==> src/hdl/bots_pkg.sv <==
// Shared types, codes and helper functions of the bulk-only transport sequencer.
`timescale 1ns / 1ps

package bots_pkg;

	typedef enum logic [2:0] {
		ST_IDLE = 3'd0,
		ST_CMD  = 3'd1,
		ST_IN   = 3'd2,
		ST_OUT  = 3'd3,
		ST_STS  = 3'd4
	} stage_t;

	typedef enum logic [1:0] {
		CMD_OUT_PKT     = 2'd0,
		CMD_WRAP_BYTE   = 2'd1,
		CMD_SECTOR_DONE = 2'd2,
		CMD_STATUS      = 2'd3
	} cmd_t;

	// SCSI operation codes
	localparam logic [7:0] OP_SENSE      = 8'h03;
	localparam logic [7:0] OP_INQUIRY    = 8'h12;
	localparam logic [7:0] OP_MODE6      = 8'h1A;
	localparam logic [7:0] OP_REMOVAL    = 8'h1E;
	localparam logic [7:0] OP_FMT_CAP    = 8'h23;
	localparam logic [7:0] OP_CAPACITY   = 8'h25;
	localparam logic [7:0] OP_READ10     = 8'h28;
	localparam logic [7:0] OP_WRITE10    = 8'h2A;
	localparam logic [7:0] OP_VERIFY     = 8'h2F;
	localparam logic [7:0] OP_MODE10     = 8'h5A;

	// canned reply codes
	localparam logic [3:0] REPLY_NONE     = 4'd0;
	localparam logic [3:0] REPLY_SENSE    = 4'd1;
	localparam logic [3:0] REPLY_INQUIRY  = 4'd2;
	localparam logic [3:0] REPLY_MODE6    = 4'd3;
	localparam logic [3:0] REPLY_REMOVAL  = 4'd4;
	localparam logic [3:0] REPLY_FMT_CAP  = 4'd5;
	localparam logic [3:0] REPLY_CAPACITY = 4'd6;
	localparam logic [3:0] REPLY_VERIFY   = 4'd7;
	localparam logic [3:0] REPLY_MODE10   = 4'd8;

	// byte positions inside the 31-byte command wrapper
	localparam logic [4:0] IDX_TAG_LO   = 5'd4;
	localparam logic [4:0] IDX_TAG_HI   = 5'd7;
	localparam logic [4:0] IDX_LEN_LO   = 5'd8;
	localparam logic [4:0] IDX_LEN_HI   = 5'd11;
	localparam logic [4:0] IDX_OPCODE   = 5'd15;
	localparam logic [4:0] IDX_LBA_HI   = 5'd17;
	localparam logic [4:0] IDX_LBA_LO   = 5'd20;
	localparam logic [4:0] IDX_WRAP_END = 5'd30;

	localparam logic [31:0] NO_PAGE = 32'hEFFF_FFFF;

	// status wrapper: 13 bytes, index of the final one
	localparam logic [3:0] CSW_LAST_IDX = 4'd12;

	typedef struct packed {
		stage_t      stage;
		logic [3:0]  reply;
		logic [29:0] page;
		logic [1:0]  slot;
		logic        access;
		logic        sval;
		logic        burst;
	} res_t;

	function automatic logic [3:0] reply_of(input logic [7:0] op);
		logic [3:0] r;
		case (op)
			OP_SENSE:    r = REPLY_SENSE;
			OP_INQUIRY:  r = REPLY_INQUIRY;
			OP_MODE6:    r = REPLY_MODE6;
			OP_REMOVAL:  r = REPLY_REMOVAL;
			OP_FMT_CAP:  r = REPLY_FMT_CAP;
			OP_CAPACITY: r = REPLY_CAPACITY;
			OP_VERIFY:   r = REPLY_VERIFY;
			OP_MODE10:   r = REPLY_MODE10;
			default:     r = REPLY_NONE;
		endcase
		return r;
	endfunction

	// signature "USBS", tag little-endian, then residue and status all zero
	function automatic logic [7:0] csw_byte(input logic [3:0] idx, input logic [31:0] tag);
		logic [7:0] b;
		case (idx)
			4'd0:    b = 8'h55;
			4'd1:    b = 8'h53;
			4'd2:    b = 8'h42;
			4'd3:    b = 8'h53;
			4'd4:    b = tag[7:0];
			4'd5:    b = tag[15:8];
			4'd6:    b = tag[23:16];
			4'd7:    b = tag[31:24];
			default: b = 8'h00;
		endcase
		return b;
	endfunction

endpackage

==> src/hdl/bots_cdiv.sv <==
// Pipelined divider by a constant: reciprocal multiply split in two partial products.
`timescale 1ns / 1ps

module bots_cdiv #(
	parameter int unsigned XW = 32,
	parameter int unsigned D  = 4
) (
	input  logic                     clk,
	input  logic [XW-1:0]            x,
	output logic [XW-1:0]            quo,
	output logic [$clog2(D+1)-1:0]   rem
);
	localparam int unsigned DW = $clog2(D + 1);
	localparam int unsigned S  = XW + DW;
	localparam int unsigned MW = S + 1;
	localparam int unsigned LW = MW / 2;
	localparam int unsigned HW = MW - LW;
	localparam logic [63:0] MAGIC = ((64'd1 << S) + 64'(D) - 64'd1) / 64'(D);
	localparam logic [LW-1:0] M_LO = MAGIC[LW-1:0];
	localparam logic [HW-1:0] M_HI = MAGIC[LW +: HW];
	localparam logic [XW-1:0] DV = XW'(D);

	logic [XW+LW-1:0] plo_s1;
	logic [XW+HW-1:0] phi_s1;
	logic [XW-1:0]    x_s1;
	logic [XW+MW-1:0] sum;
	logic [XW-1:0]    q_s2;
	logic [XW-1:0]    x_s2;
	logic [XW-1:0]    diff;
	logic [XW-1:0]    q_s3;
	logic [DW-1:0]    r_s3;

	assign sum  = {phi_s1, {LW{1'b0}}} + {{HW{1'b0}}, plo_s1};
	assign diff = x_s2 - q_s2 * DV;

	always_ff @(posedge clk) begin
		plo_s1 <= {{LW{1'b0}}, x} * {{XW{1'b0}}, M_LO};
		phi_s1 <= {{HW{1'b0}}, x} * {{XW{1'b0}}, M_HI};
		x_s1   <= x;
		q_s2   <= sum[S +: XW];
		x_s2   <= x_s1;
		q_s3   <= q_s2;
		r_s3   <= diff[DW-1:0];
	end

	assign quo = q_s3;
	assign rem = r_s3;

endmodule

==> src/hdl/bots_core.sv <==
// Transport state: wrapper collection, decode, sector walk and status entry.
`timescale 1ns / 1ps

module bots_core import bots_pkg::*; #(
	parameter int unsigned SECTOR_BYTES     = 512,
	parameter int unsigned SECTORS_PER_PAGE = 4
) (
	input  logic        clk,
	input  logic        arst_n,
	input  logic        fire,
	input  logic [1:0]  cmd,
	input  logic [7:0]  wbyte,
	output res_t        res,
	output logic [31:0] tag
);
	localparam int unsigned SW  = (SECTORS_PER_PAGE > 1) ? $clog2(SECTORS_PER_PAGE) : 1;
	localparam int unsigned ARW = $clog2(SECTORS_PER_PAGE + 1);
	localparam int unsigned LRW = $clog2(SECTOR_BYTES + 1);
	localparam logic [SW-1:0] SLOT_LAST = SW'(SECTORS_PER_PAGE - 1);

	stage_t        stage_q, stage_n;
	logic [4:0]    idx_q, idx_n;
	logic [31:0]   tag_q, tag_n;
	logic [31:0]   len_q, len_n;
	logic [7:0]    op_q, op_n;
	logic [31:0]   pend_q, pend_n;
	logic [31:0]   addr_q, addr_n;
	logic [23:0]   left_q, left_n;
	logic [31:0]   prev_q, prev_n;
	logic [31:0]   page_q, page_n;
	logic [SW-1:0] slot_q, slot_n;

	logic [31:0]   len_quo;
	logic [LRW-1:0] len_rem;
	logic [31:0]   addr_quo;
	logic [ARW-1:0] addr_rem;
	logic [31:0]   secs32;
	logic [23:0]   secs;
	logic [3:0]    reply;

	bots_cdiv #(.XW(32), .D(SECTOR_BYTES)) u_len_div (
		.clk (clk),
		.x   (len_q),
		.quo (len_quo),
		.rem (len_rem)
	);

	bots_cdiv #(.XW(32), .D(SECTORS_PER_PAGE)) u_addr_div (
		.clk (clk),
		.x   (pend_q),
		.quo (addr_quo),
		.rem (addr_rem)
	);

	assign secs32 = len_quo + 32'(len_rem != '0);
	assign secs   = secs32[23:0];
	assign reply  = reply_of(op_q);

	always_comb begin
		stage_n = stage_q;
		idx_n   = idx_q;
		tag_n   = tag_q;
		len_n   = len_q;
		op_n    = op_q;
		pend_n  = pend_q;
		addr_n  = addr_q;
		left_n  = left_q;
		prev_n  = prev_q;
		page_n  = page_q;
		slot_n  = slot_q;
		res     = '0;
		case (cmd_t'(cmd))
			CMD_OUT_PKT: begin
				if (stage_q == ST_IDLE || stage_q == ST_CMD) begin
					stage_n = ST_CMD;
					idx_n   = '0;
				end
			end
			CMD_WRAP_BYTE: begin
				if (stage_q == ST_CMD) begin
					case (idx_q) inside
						[IDX_TAG_LO:IDX_TAG_HI]: tag_n[8*idx_q[1:0] +: 8] = wbyte;
						[IDX_LEN_LO:IDX_LEN_HI]: len_n[8*idx_q[1:0] +: 8] = wbyte;
						IDX_OPCODE:              op_n = wbyte;
						[IDX_LBA_HI:IDX_LBA_LO]: pend_n[8*(2'(IDX_LBA_LO - idx_q)) +: 8] = wbyte;
						default: ;
					endcase
					if (idx_q == IDX_WRAP_END) begin
						idx_n  = '0;
						left_n = secs;
						if ((op_q == OP_READ10 || op_q == OP_WRITE10) && secs != '0) begin
							addr_n = pend_q;
							page_n = addr_quo;
							slot_n = SW'(addr_rem);
						end
						if (reply != REPLY_NONE) begin
							stage_n   = ST_STS;
							res.reply = reply;
						end else if (op_q == OP_READ10) begin
							prev_n  = NO_PAGE;
							stage_n = (secs != '0) ? ST_IN : ST_STS;
						end else if (op_q == OP_WRITE10) begin
							stage_n = (secs != '0) ? ST_OUT : ST_STS;
						end
					end else begin
						idx_n = idx_q + 5'd1;
					end
				end
			end
			CMD_SECTOR_DONE: begin
				if (stage_q == ST_IN || stage_q == ST_OUT) begin
					res.sval = 1'b1;
					res.page = page_q[29:0];
					res.slot = 2'(slot_q);
					if (stage_q == ST_IN) begin
						res.access = (page_q != prev_q);
						prev_n     = page_q;
					end else begin
						res.access = (slot_q == SLOT_LAST) || (left_q == 24'd1);
					end
					addr_n = addr_q + 32'd1;
					if (addr_q == '1) begin
						page_n = '0;
						slot_n = '0;
					end else if (slot_q == SLOT_LAST) begin
						page_n = page_q + 32'd1;
						slot_n = '0;
					end else begin
						slot_n = slot_q + SW'(1);
					end
					left_n = left_q - 24'd1;
					if (left_n == '0) begin
						stage_n = ST_STS;
					end
				end
			end
			CMD_STATUS: begin
				if (stage_q == ST_STS) begin
					stage_n   = ST_IDLE;
					res.burst = 1'b1;
				end
			end
			default: ;
		endcase
		res.stage = stage_n;
	end

	always_ff @(posedge clk or negedge arst_n) begin
		if (!arst_n) begin
			stage_q <= ST_CMD;
			idx_q   <= '0;
			tag_q   <= '0;
			len_q   <= '0;
			op_q    <= '0;
			pend_q  <= '0;
			addr_q  <= '0;
			left_q  <= '0;
			prev_q  <= NO_PAGE;
			page_q  <= '0;
			slot_q  <= '0;
		end else if (fire) begin
			stage_q <= stage_n;
			idx_q   <= idx_n;
			tag_q   <= tag_n;
			len_q   <= len_n;
			op_q    <= op_n;
			pend_q  <= pend_n;
			addr_q  <= addr_n;
			left_q  <= left_n;
			prev_q  <= prev_n;
			page_q  <= page_n;
			slot_q  <= slot_n;
		end
	end

	assign tag = tag_q;

endmodule

==> src/hdl/bots_out.sv <==
// Result register with the 13-byte status wrapper burst.
`timescale 1ns / 1ps

module bots_out import bots_pkg::*; (
	input  logic        clk,
	input  logic        arst_n,
	input  logic        load,
	input  res_t        res,
	input  logic [31:0] tag,
	output logic        can_load,
	output logic        res_valid,
	input  logic        res_ready,
	output logic [2:0]  stage,
	output logic [3:0]  reply_kind,
	output logic [29:0] page_number,
	output logic [1:0]  sector_slot,
	output logic        page_access,
	output logic        sector_valid,
	output logic [7:0]  status_byte,
	output logic        status_valid,
	output logic        last
);
	logic        valid_q;
	logic        burst_q;
	res_t        res_q;
	logic [31:0] tag_q;
	logic [3:0]  idx_q;
	logic        last_w;
	logic        pop;

	assign last_w   = !burst_q || (idx_q == CSW_LAST_IDX);
	assign pop      = valid_q && res_ready;
	assign can_load = !valid_q || (res_ready && last_w);

	always_ff @(posedge clk or negedge arst_n) begin
		if (!arst_n) begin
			valid_q <= 1'b0;
			burst_q <= 1'b0;
			idx_q   <= '0;
		end else if (load) begin
			valid_q <= 1'b1;
			burst_q <= res.burst;
			idx_q   <= '0;
		end else if (pop) begin
			if (last_w) begin
				valid_q <= 1'b0;
			end else begin
				idx_q <= idx_q + 4'd1;
			end
		end
	end

	always_ff @(posedge clk) begin
		if (load) begin
			res_q <= res;
			tag_q <= tag;
		end
	end

	assign res_valid    = valid_q;
	assign stage        = res_q.stage;
	assign reply_kind   = res_q.reply;
	assign page_number  = res_q.page;
	assign sector_slot  = res_q.slot;
	assign page_access  = res_q.access;
	assign sector_valid = res_q.sval;
	assign status_valid = burst_q;
	assign status_byte  = burst_q ? csw_byte(idx_q, tag_q) : 8'h00;
	assign last         = last_w;

endmodule

==> src/hdl/bulk_only_transport_sequencer.sv <==
// Top level of the bulk-only transport sequencer.
`timescale 1ns / 1ps

// Bulk-only transport sequencer. Each request carries one transport event
// (OUT packet ready, command wrapper byte, sector done, status request). A
// request is taken into an input register, runs through one pass of
// combinational decode against the transport state and lands in the result
// register; one request per cycle is sustained as long as results are
// drained. Every request yields one result, except a status request in the
// status stage, which yields the 13-byte status wrapper as 13 results, one
// per cycle while the result side stays ready; the result register
// sequences that burst and holds off the input register meanwhile.
// The sector count (transfer length rounded up to sectors) and the page and
// slot of the block address come from two pipelined constant dividers that
// track the collected fields; the wrapper layout leaves at least ten bytes
// between the last of those fields and the decode, so the quotients are
// always settled in time. The block address is taken big-endian from
// wrapper bytes 17..20; tag and length little-endian.
module bulk_only_transport_sequencer import bots_pkg::*; #(
	parameter int unsigned SECTOR_BYTES     = 512,
	parameter int unsigned SECTORS_PER_PAGE = 4
) (
	input  logic        clk,
	input  logic        arst_n,
	input  logic        req_valid,
	output logic        req_ready,
	input  logic [1:0]  cmd,
	input  logic [7:0]  wrapper_byte,
	output logic        res_valid,
	input  logic        res_ready,
	output logic [2:0]  stage,
	output logic [3:0]  reply_kind,
	output logic [29:0] page_number,
	output logic [1:0]  sector_slot,
	output logic        page_access,
	output logic        sector_valid,
	output logic [7:0]  status_byte,
	output logic        status_valid,
	output logic        last
);
	// input register
	logic        vld_s1;
	logic [1:0]  cmd_s1;
	logic [7:0]  wbyte_s1;

	logic        can_load;
	logic        advance;
	res_t        res;
	logic [31:0] tag;

	// advance the held request when the result register can take its result
	assign advance   = vld_s1 && can_load;
	assign req_ready = !vld_s1 || advance;

	always_ff @(posedge clk or negedge arst_n) begin
		if (!arst_n) begin
			vld_s1 <= 1'b0;
		end else if (req_valid && req_ready) begin
			vld_s1 <= 1'b1;
		end else if (advance) begin
			vld_s1 <= 1'b0;
		end
	end

	// hold payload until the next accepted request
	always_ff @(posedge clk) begin
		if (req_valid && req_ready) begin
			cmd_s1   <= cmd;
			wbyte_s1 <= wrapper_byte;
		end
	end

	// transport state advances once per request, as it moves to the result register
	bots_core #(
		.SECTOR_BYTES     (SECTOR_BYTES),
		.SECTORS_PER_PAGE (SECTORS_PER_PAGE)
	) u_core (
		.clk    (clk),
		.arst_n (arst_n),
		.fire   (advance),
		.cmd    (cmd_s1),
		.wbyte  (wbyte_s1),
		.res    (res),
		.tag    (tag)
	);

	// result register; expands a status emission into the wrapper bytes
	bots_out u_out (
		.clk          (clk),
		.arst_n       (arst_n),
		.load         (advance),
		.res          (res),
		.tag          (tag),
		.can_load     (can_load),
		.res_valid    (res_valid),
		.res_ready    (res_ready),
		.stage        (stage),
		.reply_kind   (reply_kind),
		.page_number  (page_number),
		.sector_slot  (sector_slot),
		.page_access  (page_access),
		.sector_valid (sector_valid),
		.status_byte  (status_byte),
		.status_valid (status_valid),
		.last         (last)
	);

	// a canned reply always leaves the block in the status stage
	a_reply_status: assert property (@(posedge clk) disable iff (!arst_n)
		res_valid && reply_kind != REPLY_NONE |-> stage == ST_STS)
		else $error("reply named outside status stage");

	// a taken wrapper byte that is not the last keeps the burst going
	a_burst_continues: assert property (@(posedge clk) disable iff (!arst_n)
		res_valid && res_ready && status_valid && !last |=> res_valid && status_valid)
		else $error("status burst cut short");

	// no request advances into the state while a burst is still out
	a_burst_holds_input: assert property (@(posedge clk) disable iff (!arst_n)
		res_valid && status_valid && !last |-> !advance)
		else $error("request advanced during status burst");

	// sector reports come only from a data stage; the last one already shows the status stage
	a_sector_stage: assert property (@(posedge clk) disable iff (!arst_n)
		res_valid && sector_valid |-> stage == ST_IN || stage == ST_OUT || stage == ST_STS)
		else $error("sector reported outside data stage");

endmodule

==> config.mk <==
export PLATFORM = sky130hd
export DESIGN_NAME = bulk_only_transport_sequencer
export DESIGN_NICKNAME = d
export VERILOG_FILES = /design/src/hdl/bots_pkg.sv /design/src/hdl/bots_cdiv.sv /design/src/hdl/bots_core.sv /design/src/hdl/bots_out.sv /design/src/hdl/bulk_only_transport_sequencer.sv
export SDC_FILE = /design/constraint.sdc
export NUM_CORES = 1
export LEC_CHECK = 0
export BUFFER_PORTS_ARGS = -buffer_cell sky130_fd_sc_hd__buf_4
export CORE_ASPECT_RATIO = 0.6
export CORE_MARGIN = 5
export CORE_UTILIZATION = 55
export CTS_CLUSTER_SIZE = 24
export DETAILED_ROUTE_END_ITERATION = 7
export PLACE_DENSITY = 0.71
export SYNTH_ARGS = -nofsm -noshare
export SYNTH_HDL_FRONTEND = slang
export SYNTH_HIERARCHICAL = 1
export SYNTH_SLANG_ARGS = --single-unit
==> constraint.sdc <==
create_clock -name clk -period 7.8 [get_ports clk]
set_input_delay 2.34 -clock clk [delete_from_list [all_inputs] [get_ports clk]]
set_output_delay 2.34 -clock clk [all_outputs]
set_load 0.01 [all_outputs]
Yosys cells after proc, flatten, opt, wreduce, memory -nomap -nowiden --
Index checks and enable logic that the tools add are counted.
Cells by class: $lt $le $gt $ge 6, multiplexer cells 64, bitwise logic cells 3, equality and inequality tests 41, reduce and logical (&&, ||, !) cells 44, shift operators 4, add/subtract/negate cells 12
Operators with widths (count):
- two-way mux 32 bit | 16
- one-hot mux 32 bit (2 select lines) | 3
- bitwise mux 32 bit | 3
- two-way mux 24 bit | 3
- negation 5 -> 34 bit | 2
- variable shift 8 x 34 -> 32 bit (first input constant) | 2
- indexed part select 8 x 34 -> 32 bit | 2
- adder 32 x 1 -> 32 bit (second input constant) | 2
- one-hot mux 8 bit (7 select lines) | 1
- one-hot mux 24 bit (2 select lines) | 1
- == test 8 x 6 -> 1 bit (second input constant) | 5
- two-way mux 3 bit | 11
- == test 32 bit (second input constant) | 1
- != test 32 bit | 1
- one-hot mux 4 bit (8 select lines) | 1
- adder 23 x 1 -> 24 bit | 1
- == test 24 x 1 -> 1 bit (second input constant) | 1
- == test 8 x 5 -> 1 bit (second input constant) | 3
- zero test 24 bit | 1
- nonzero test 24 bit | 1
- subtractor 24 x 1 -> 24 bit (second input constant) | 1
- == test 4 x 3 -> 1 bit (second input constant) | 4
- two-way mux 5 bit | 3
- != test 2 x 1 -> 1 bit (second input constant) | 7
- 50 further kinds | 98
Storage, ports and cells: word-level logic and storage cells 208, output and inout port bits 53, register bits 518

Depth between registers and ports, before layout --
Gate-level depths: netlist (run 1).
word-level depth 10, depth in mapped cells 15, gate-level depth less buffers 12

By module --
The synthesis (run 1) kept the hierarchy.
Modules (own cells, without submodules):
- bots_core | area each 13758.2 µm², times used 1, cells an instance 1530
- bots_out | area each 2772.7 µm², times used 1, cells an instance 147
- bots_cdiv at u_core.u_len_div | area each 2000.7 µm², times used 1, cells an instance 107
- bots_cdiv at u_core.u_addr_div | area each 1948.1 µm², times used 1, cells an instance 100
- bulk_only_transport_sequencer | area each 360.3 µm², times used 1, cells an instance 15

Worst setup path after synthesis (run 1) --
No wires, ideal clock.
path kind input to register, start point input port res_ready, end point register u_core.len_q[24], buffers on the path 2, arrival time 5976 ps, library setup time 125 ps, path slack 1700 ps, stages 10, data required time 7675 ps, cell sequence o21ai_0 -> nand2_1 -> and2_1 -> clkbuf_1 -> and2_1 -> nand4_1 -> nor2_1 -> clkbuf_1 -> nand2_1 -> mux2_2
On the way: cells in the longest elaborated chain, start to end 4
RTL lines:
- from (decl) | line bulk_only_transport_sequencer.sv:30 | input logic res_ready,
- logical AND 1 bit | line bots_out.sv:33 | assign can_load = !valid_q || (res_ready && last_w);
- logical OR 1 bit | line bots_out.sv:33
- net can_load | line bulk_only_transport_sequencer.sv:46 | logic can_load;
- logical AND 1 bit | line bulk_only_transport_sequencer.sv:52 | assign advance = vld_s1 && can_load;
- net advance | line bulk_only_transport_sequencer.sv:47 | logic advance;
- AND reduction 5 bit (no line)
- to (signal assigned) | line bots_core.sv:165 | len_q <= len_n;
- to (decl) | line bots_core.sv:24 | logic [31:0] len_q, len_n;
The timed path passes the listed nets, and every way through them passes these cells. A chain may end at the register's enable or synchronous reset.

Final worst setup path (run 1) --
start point input port res_ready, end point output port req_ready
On the way: cells in the longest elaborated chain, start to end 4
RTL lines:
- logical AND 1 bit | line bots_out.sv:33
- logical OR 1 bit | line bots_out.sv:33
- net can_load | line bulk_only_transport_sequencer.sv:46
- logical AND 1 bit | line bulk_only_transport_sequencer.sv:52
- logical OR 1 bit | line bulk_only_transport_sequencer.sv:53 | assign req_ready = !vld_s1 || advance;
- to (decl) | line bulk_only_transport_sequencer.sv:26 | output logic req_ready,
The timed path passes the listed nets, and every way through them passes these cells.

==> results of run 1 <==
## layer usage
metal / global-route usage / up-vias
met1: 0.4092 / 7520
met2: 0.3382 / 763
met5: 0 / -
li1: - / 6917
met3: 0.07495 / 92
met4: 0.05182 / 2
## critical path: stages
cell and delay, ns:
buf_4 0.12, o21ai_0 0.10, nand2_1 0.14, nand2b_4 0.16, buf_4 0.14
## cell type report
class / count / area (sq um)
fillers: 3006 / 14310
flip-flops and latches: 516 / 12410
multi-input cells: 1217 / 7791
clock buffers: 62 / 1378
repair buffers: 85 / 645.6
well taps: 513 / 641.9
clock inverters: 23 / 163.9
inverters: 43 / 161.4
diodes: 3 / 7.507
## worst max path at each step
stage               startpoint          endpoint  slack [ns]  cells after the start
finish               res_ready         req_ready        2.45                      5
global route         res_ready         req_ready        2.41                      5
CTS                  res_ready         req_ready        2.46                      5
detailed placement   res_ready  u_core/len_q[16]        2.32                      9
global placement     res_ready  u_core/len_q[22]        2.44                      9
floorplan            res_ready  u_core/len_q[24]        1.70                     10
## sequential cells by signal (all words and copies together) (netlist names), 24 cells and up
| signal | flops |
|---|---|
| u_core/prev_q | 32 |
| u_out/tag_q | 32 |
| u_out/page_number | 30 |
| u_core/addr_q | 32 |
| u_core/tag | 32 |
| u_core/u_addr_div/phi_s1 | 32 |
| u_core/u_addr_div/q_s2 | 30 |
| u_core/len_q | 32 |
| u_core/left_q | 24 |
| u_core/u_addr_div/quo | 30 |
| u_core/u_len_div/phi_s1 | 32 |
| u_core/page_q | 32 |
| u_core/pend_q | 32 |
## power by group through the flow
stage	Combinational (W)	Sequential, W	Clock, W
after floorplan	0.000449	0.00307	0
after global placement	0.000614	0.00313	0
after detailed placement	0.000640	0.00314	0
after CTS	0.000644	0.00309	0.00234
after global routing	0.000716	0.00312	0.00245
final	0.000653	0.00310	0.00230
## stage by stage
| step | cell area [sq um] | instances |
|---|---|---|
| CTS | 23190 | 2459 |
| global placement | 21650 | 2374 |
| global route | 23190 | 2459 |
| finish | 23200 | 2462 |
| floorplan | 20780 | 1892 |
| detailed placement | 21650 | 2374 |
==> impl_metrics.csv, run 1 <==
group,metric,value,unit
global_routing,grt_pass1_wl,84260,microns
worst_setup_path,arrival,3.01,ns
detailed_routing,routedWlPerCell,21.75,microns
floorplanning,io_pins,67,
pwr,p_int,0.004428,W
timing,rsz0062_at_grt,"no",
clock_network,cts_buffers,46,
timing,fin_tns_setup,0,ns
worst_setup_path,worstPathRequired,5.46,ns
clock_network,insertion_delay,0.56,ns
synthesis,yosysWarnings,6,
timing,fin_skew,0.01149,ns
global_routing,antenna_found_initial,2,
global_routing,groute.usage.overall,0.2539,
timing,worst_pin_slew,1.397,ns
clock_network,post_cts_buffers,0,
clock_network,clock_path_buffers,3,
cells_and_area,fin_nets,1944,
worst_hold_path,holdPathEnd,"u_core/u_len_div/q_s2[20]",
pwr,sw_frac_of_total,0.2676,
floorplanning,die_area,0.04188,sq mm
floorplanning,die_w,260.9,microns
synthesis,avgSynthCellArea,10.99,sq um
global_routing,grt_pass1_vias,14484,
detailed_routing,via_count,15294,
place,port-buffer-count,66,
worst_setup_path,startpoint_type,"primary input",
clock_network,cts_tree,"done",
floorplanning,row_count,55,
worst_setup_path,path_max_fanout,3,
detailed_routing,dr.pass1.iters,6,
clock_network,htreeDepth,2,
cells_and_area,drive_above_1_share,0.1634,
pwr,p_seq_frac,0.512,
pwr,powerDensity,260.7,mW/mm^2
timing,slew_viol_final,0,
place,dpl_worst_slack,2.322,ns
pwr,power_switching,0.001618,W
place,place_congestion,0.9233,
place,hpwl,36800,microns
detailed_routing,vias_per_cell,6.212,
detailed_routing,routedLengthMet1,25160,microns
cells_and_area,mostFrequentLayoutCells,"dfrtp_1 (209), dfxtp_1 (192), nand2_1 (157)",
floorplanning,core_area,0.03750,sq mm
cells_and_area,layout_commonest_cell,"dfrtp_1",
pwr,p_total,0.006046,W
worst_hold_path,hp-start,"u_core/u_len_div/phi_s1[41]",
worst_hold_path,hp-class,"flop to flop",
flow_run,max-cap-violations,0,
floorplanning,die-height,160.5,microns
pwr,combPwrFrac,0.108,
cells_and_area,syn_to_final_growth,11.67,%
global_routing,overflow,0,
timing,setup_viol,0,
timing,setup_slack,2.452,ns
detailed_routing,wl_met3,5882,microns
clock_network,cts-root-buf,"clkbuf_16",
worst_setup_path,rr_endpoint,"u_core/page_q[22]",
cells_and_area,final_core_util,0.6185,
global_routing,grt_start_max_net_pins,120,
worst_hold_path,hold_path_depth,0,
detailed_routing,drc,0,
detailed_routing,drt_iter0_drc,2045,
worst_setup_path,crit_path_end_kind,"output pin",
detailed_routing,postRouteAntennaNets,0,
timing,max_slew_margin,0.06067,
clock_network,numClockSinks,516,
detailed_routing,met2_length,21510,microns
synthesis,syn_area,0.02077,sq mm
status,status,"completed",
pwr,clock_power_share,0.380,
worst_setup_path,reg2reg_depth,14,
worst_setup_path,critical_path_class,"primary input to output pin",
synthesis,netlist_instances,1890,
timing,fmax,187.0,MHz
timing,fin_crit_sh,0.6857,
floorplanning,initial_utilization,0.5539,
detailed_routing,wl,53560,microns
clock_network,clkTransAtPathRegs,0.07,ns
clock_network,ctsResizeCount,0,
detailed_routing,maxUsedRoutingLayer,"met5",
pwr,leakagePower,9.455,nW
clock_network,holdBufCountCts,0,
worst_setup_path,r2r_slack,2.85,ns
pwr,irDropWorstVdd,181.1,uV
timing,holdWs,0.3200,ns
timing,finalHoldViolCount,0,
worst_setup_path,r2r-start,"u_core/u_len_div/rem[1]",
timing,fin_crit,5.348,ns
(Power assumes the default switching activity.)
==> inputs of run 2 (changes only) <==
--- a/config.mk
+++ b/config.mk
@@ -5,6 +5,7 @@
 export SDC_FILE = /design/constraint.sdc
 export NUM_CORES = 1
 export LEC_CHECK = 0
+export ABC_AREA = 1
 export BUFFER_PORTS_ARGS = -buffer_cell sky130_fd_sc_hd__buf_4
 export CORE_ASPECT_RATIO = 0.6
 export CORE_MARGIN = 5
==> constraint.sdc (replaced) <==
create_clock -name clk -period 5.35 [get_ports clk]
set_input_delay 1.605 -clock clk [delete_from_list [all_inputs] [get_ports clk]]
set_output_delay 1.605 -clock clk [all_outputs]
set_load 0.01 [all_outputs]
==> run 2 against run 1 <==
  * Count of clock-buffer cells in the layout unchanged
  * Global-route usage decreased by 0.46 points
  * Hold slack about the same
  * Wire length is essentially flat
  * Clock power up 48%
  * Largest power group unchanged
  * Combinational power grew to 3.3 times the previous value
  * Core utilization is 0.66 points higher
  * Via count rose by 4.7%
  * First-iteration DRC count fell by 25%
  * Cell count is 20% higher
==> impl_metrics.csv, run 2 <==
group,metric,value,unit
status,status,"completed",
cells_and_area,mostFrequentLayoutCells,"nand2_1 (567), nor2_1 (253), inv_1 (211)",
detailed_routing,dr.pass1.iters,8,
synthesis,avgSynthCellArea,9.069,sq um
worst_setup_path,path_common_cell,"nor2_1",
clock_network,cts_tree,"done",
place,hpwl,38240,microns
floorplanning,die-height,162.2,microns
synthesis,yosysWarnings,6,
cells_and_area,layout_commonest_cell,"nand2_1",
cells_and_area,fillCellCount,3133,
worst_setup_path,crit_chain,"inv_1, ha_1, inv_1, nor2_1, nand2_1, nand2_1, nor2_1, nor2_1, buf_4",
worst_hold_path,hp-class,"flop to flop",
clock_network,numClockSinks,516,
timing,fin_skew,0.01846,ns
pwr,p_seq_frac,0.479,
worst_setup_path,startpoint_type,"flop",
clock_network,holdBufCountCts,0,
global_routing,grt_pass1_wl,84850,microns
place,place_congestion,0.9218,
timing,max_slew_margin,0.2066,
cells_and_area,final_core_util,0.6250,
synthesis,netlist_instances,2341,
synthesis,syn_area,0.02123,sq mm
clock_network,insertion_delay,0.56,ns
pwr,clock_power_share,0.318,
floorplanning,io_pins,67,
timing,fin_crit,3.866,ns
floorplanning,core_area,0.03792,sq mm
clock_network,htreeDepth,2,
worst_hold_path,hold_path_depth,0,
pwr,power_switching,0.003442,W
floorplanning,die_area,0.04276,sq mm
detailed_routing,vias_per_cell,5.436,
worst_setup_path,crit_path_end_kind,"output pin",
global_routing,grt_pass1_vias,15177,
pwr,sw_frac_of_total,0.3219,
timing,fmax,258.6,MHz
floorplanning,initial_utilization,0.5599,
detailed_routing,wl,53600,microns
worst_setup_path,slowest_stage,"dfrtp_1",
floorplanning,row_count,55,
flow_run,max-cap-violations,0,
detailed_routing,via_count,16010,
timing,setup_viol,0,
timing,worst_pin_slew,1.186,ns
clock_network,ctsResizeCount,0,
pwr,combPwrFrac,0.203,
worst_setup_path,worstPathRequired,3.74,ns
global_routing,groute.usage.overall,0.2493,
timing,fin_crit_sh,0.7227,
cells_and_area,syn_to_final_growth,11.63,%
worst_setup_path,rr_endpoint,"u_core/page_q[8]",
worst_setup_path,arrival,2.26,ns
detailed_routing,drc,0,
timing,finalHoldViolCount,0,
timing,rsz0062_at_grt,"no",
clock_network,cts_buffers,46,
cells_and_area,drive_above_1_share,0.1127,
worst_setup_path,r2r_slack,1.59,ns
global_routing,antenna_found_initial,1,
detailed_routing,postRouteAntennaNets,0,
place,placed_cell_area,0.02212,sq mm
detailed_routing,drt_iter0_drc,1537,
worst_hold_path,hp-start,"u_core/u_len_div/x_s2[2]",
timing,fin_tns_setup,0,ns
worst_setup_path,path_max_fanout,7,
global_routing,overflow,0,
cells_and_area,fin_nets,2429,
worst_setup_path,reg2reg_depth,15,
worst_setup_path,cpPeakStageDelay,0.44,ns
clock_network,clock_path_buffers,3,
clock_network,post_cts_buffers,0,
pwr,irDropWorstVdd,234.9,uV
timing,slew_viol_final,0,
worst_setup_path,path_buf_inv,3,
clock_network,clkTransAtPathRegs,0.07,ns
worst_setup_path,cp_top_family,"simple AND/OR/NAND/NOR gates",
worst_hold_path,holdPathEnd,"u_core/u_len_div/rem[2]",
floorplanning,die_w,263.7,microns
worst_setup_path,critical_path_class,"flop to output pin",
pwr,leakagePower,10.11,nW
pwr,powerDensity,451.2,mW/mm^2
clock_network,cts-root-buf,"clkbuf_16",
place,port-buffer-count,66,
cells_and_area,post-route-cell-area,0.02370,sq mm
global_routing,grt_start_max_net_pins,121,
pwr,p_int,0.007250,W
worst_setup_path,r2r-start,"u_core/addr_q[0]",
detailed_routing,routedWlPerCell,18.20,microns
==> run 2: changes by cell type in the layout (fill, tap and decap cells not counted), moves of 33 or more <==
cell     change
a21oi_1     -52
mux2_2      -84
inv_1      +168
o21ai_0     +73
xor2_1      +48
nor2_1     +108
nand3_1     +33
and3_1      -34
nand2_1    +410
==> run 2: worst max path at each step <==
stage | start | endpoint | slack [ns] | cells after the start
after floorplan | res_ready | u_core/addr_q[10] | 0.38 | 15
after global placement | res_ready | u_core/page_q[16] | 1.42 | 15
after detailed placement | res_ready | u_core/page_q[20] | 1.29 | 15
after CTS | u_out/idx_q[0] | status_byte[1] | 1.50 | 8
after global routing | u_out/idx_q[0] | status_byte[0] | 1.27 | 8
final | u_out/idx_q[0] | status_byte[5] | 1.48 | 9
==> run 2: layout make-up <==
type	count	area, sq um	area share
Inverter	227	857.1	0.03616
Tap cell	513	641.9	0.02708
Clock inverter	23	168.9	0.007127
Timing Repair Buffer	78	605.6	0.02555
Antenna cell	1	2.502	0.0001056
Clock buffer	62	1409	0.05944
Multi-Input combinational cell	1525	7609	0.3210
Sequential cell	516	12410	0.5235
==> run 2: worst reg2reg max path, cell delays in order, from the launching register on <==
cell	delay (ns)
dfrtp_1	0.40
ha_1	0.20
nand3_1	0.16
inv_1	0.09
nand2_1	0.11
nor2_4	0.19
nand4_1	0.26
nor2_1	0.20
nand2_1	0.09
nor2_1	0.53
nor2_1	0.09
buf_4	0.23
inv_1	0.62
o21ai_0	0.26
nand2_1	0.14
o21ai_2	0.06
==> run 2: power groups by stage <==
stage	sequential [W]	combinational [W]	clock [W]
global route	0.00518	0.00244	0.00362
finish	0.00512	0.00218	0.00340
global placement	0.00516	0.00207	0
CTS	0.00510	0.00215	0.00345
floorplan	0.00503	0.00153	0
detailed placement	0.00517	0.00213	0
==> run 2: per-layer routing <==
metal,part of all wire,vias to the layer above,track usage
met5,0,-,0
met4,0.016,0,0.05126
met3,0.10,60,0.07782
met2,0.40,622,0.3432
met1,0.48,7636,0.3884
li1,-,7692,-
==> run 2: metrics by stage <==
step / hold slack, ns / worst slack (ns) / total power (W) / instances
6_report: 0.3200 / 1.484 / 0.01069 / 2945
5_1_grt: 0.3302 / 1.269 / 0.01124 / 2944
4_1_cts: 0.3198 / 1.504 / 0.01071 / 2944
3_5_place_dp: 0.3121 / 1.291 / 0.007301 / 2859
3_3_place_gp: 0.3107 / 1.422 / 0.007232 / 2859
2_1_floorplan: 0.3096 / 0.3804 / 0.006560 / 2343
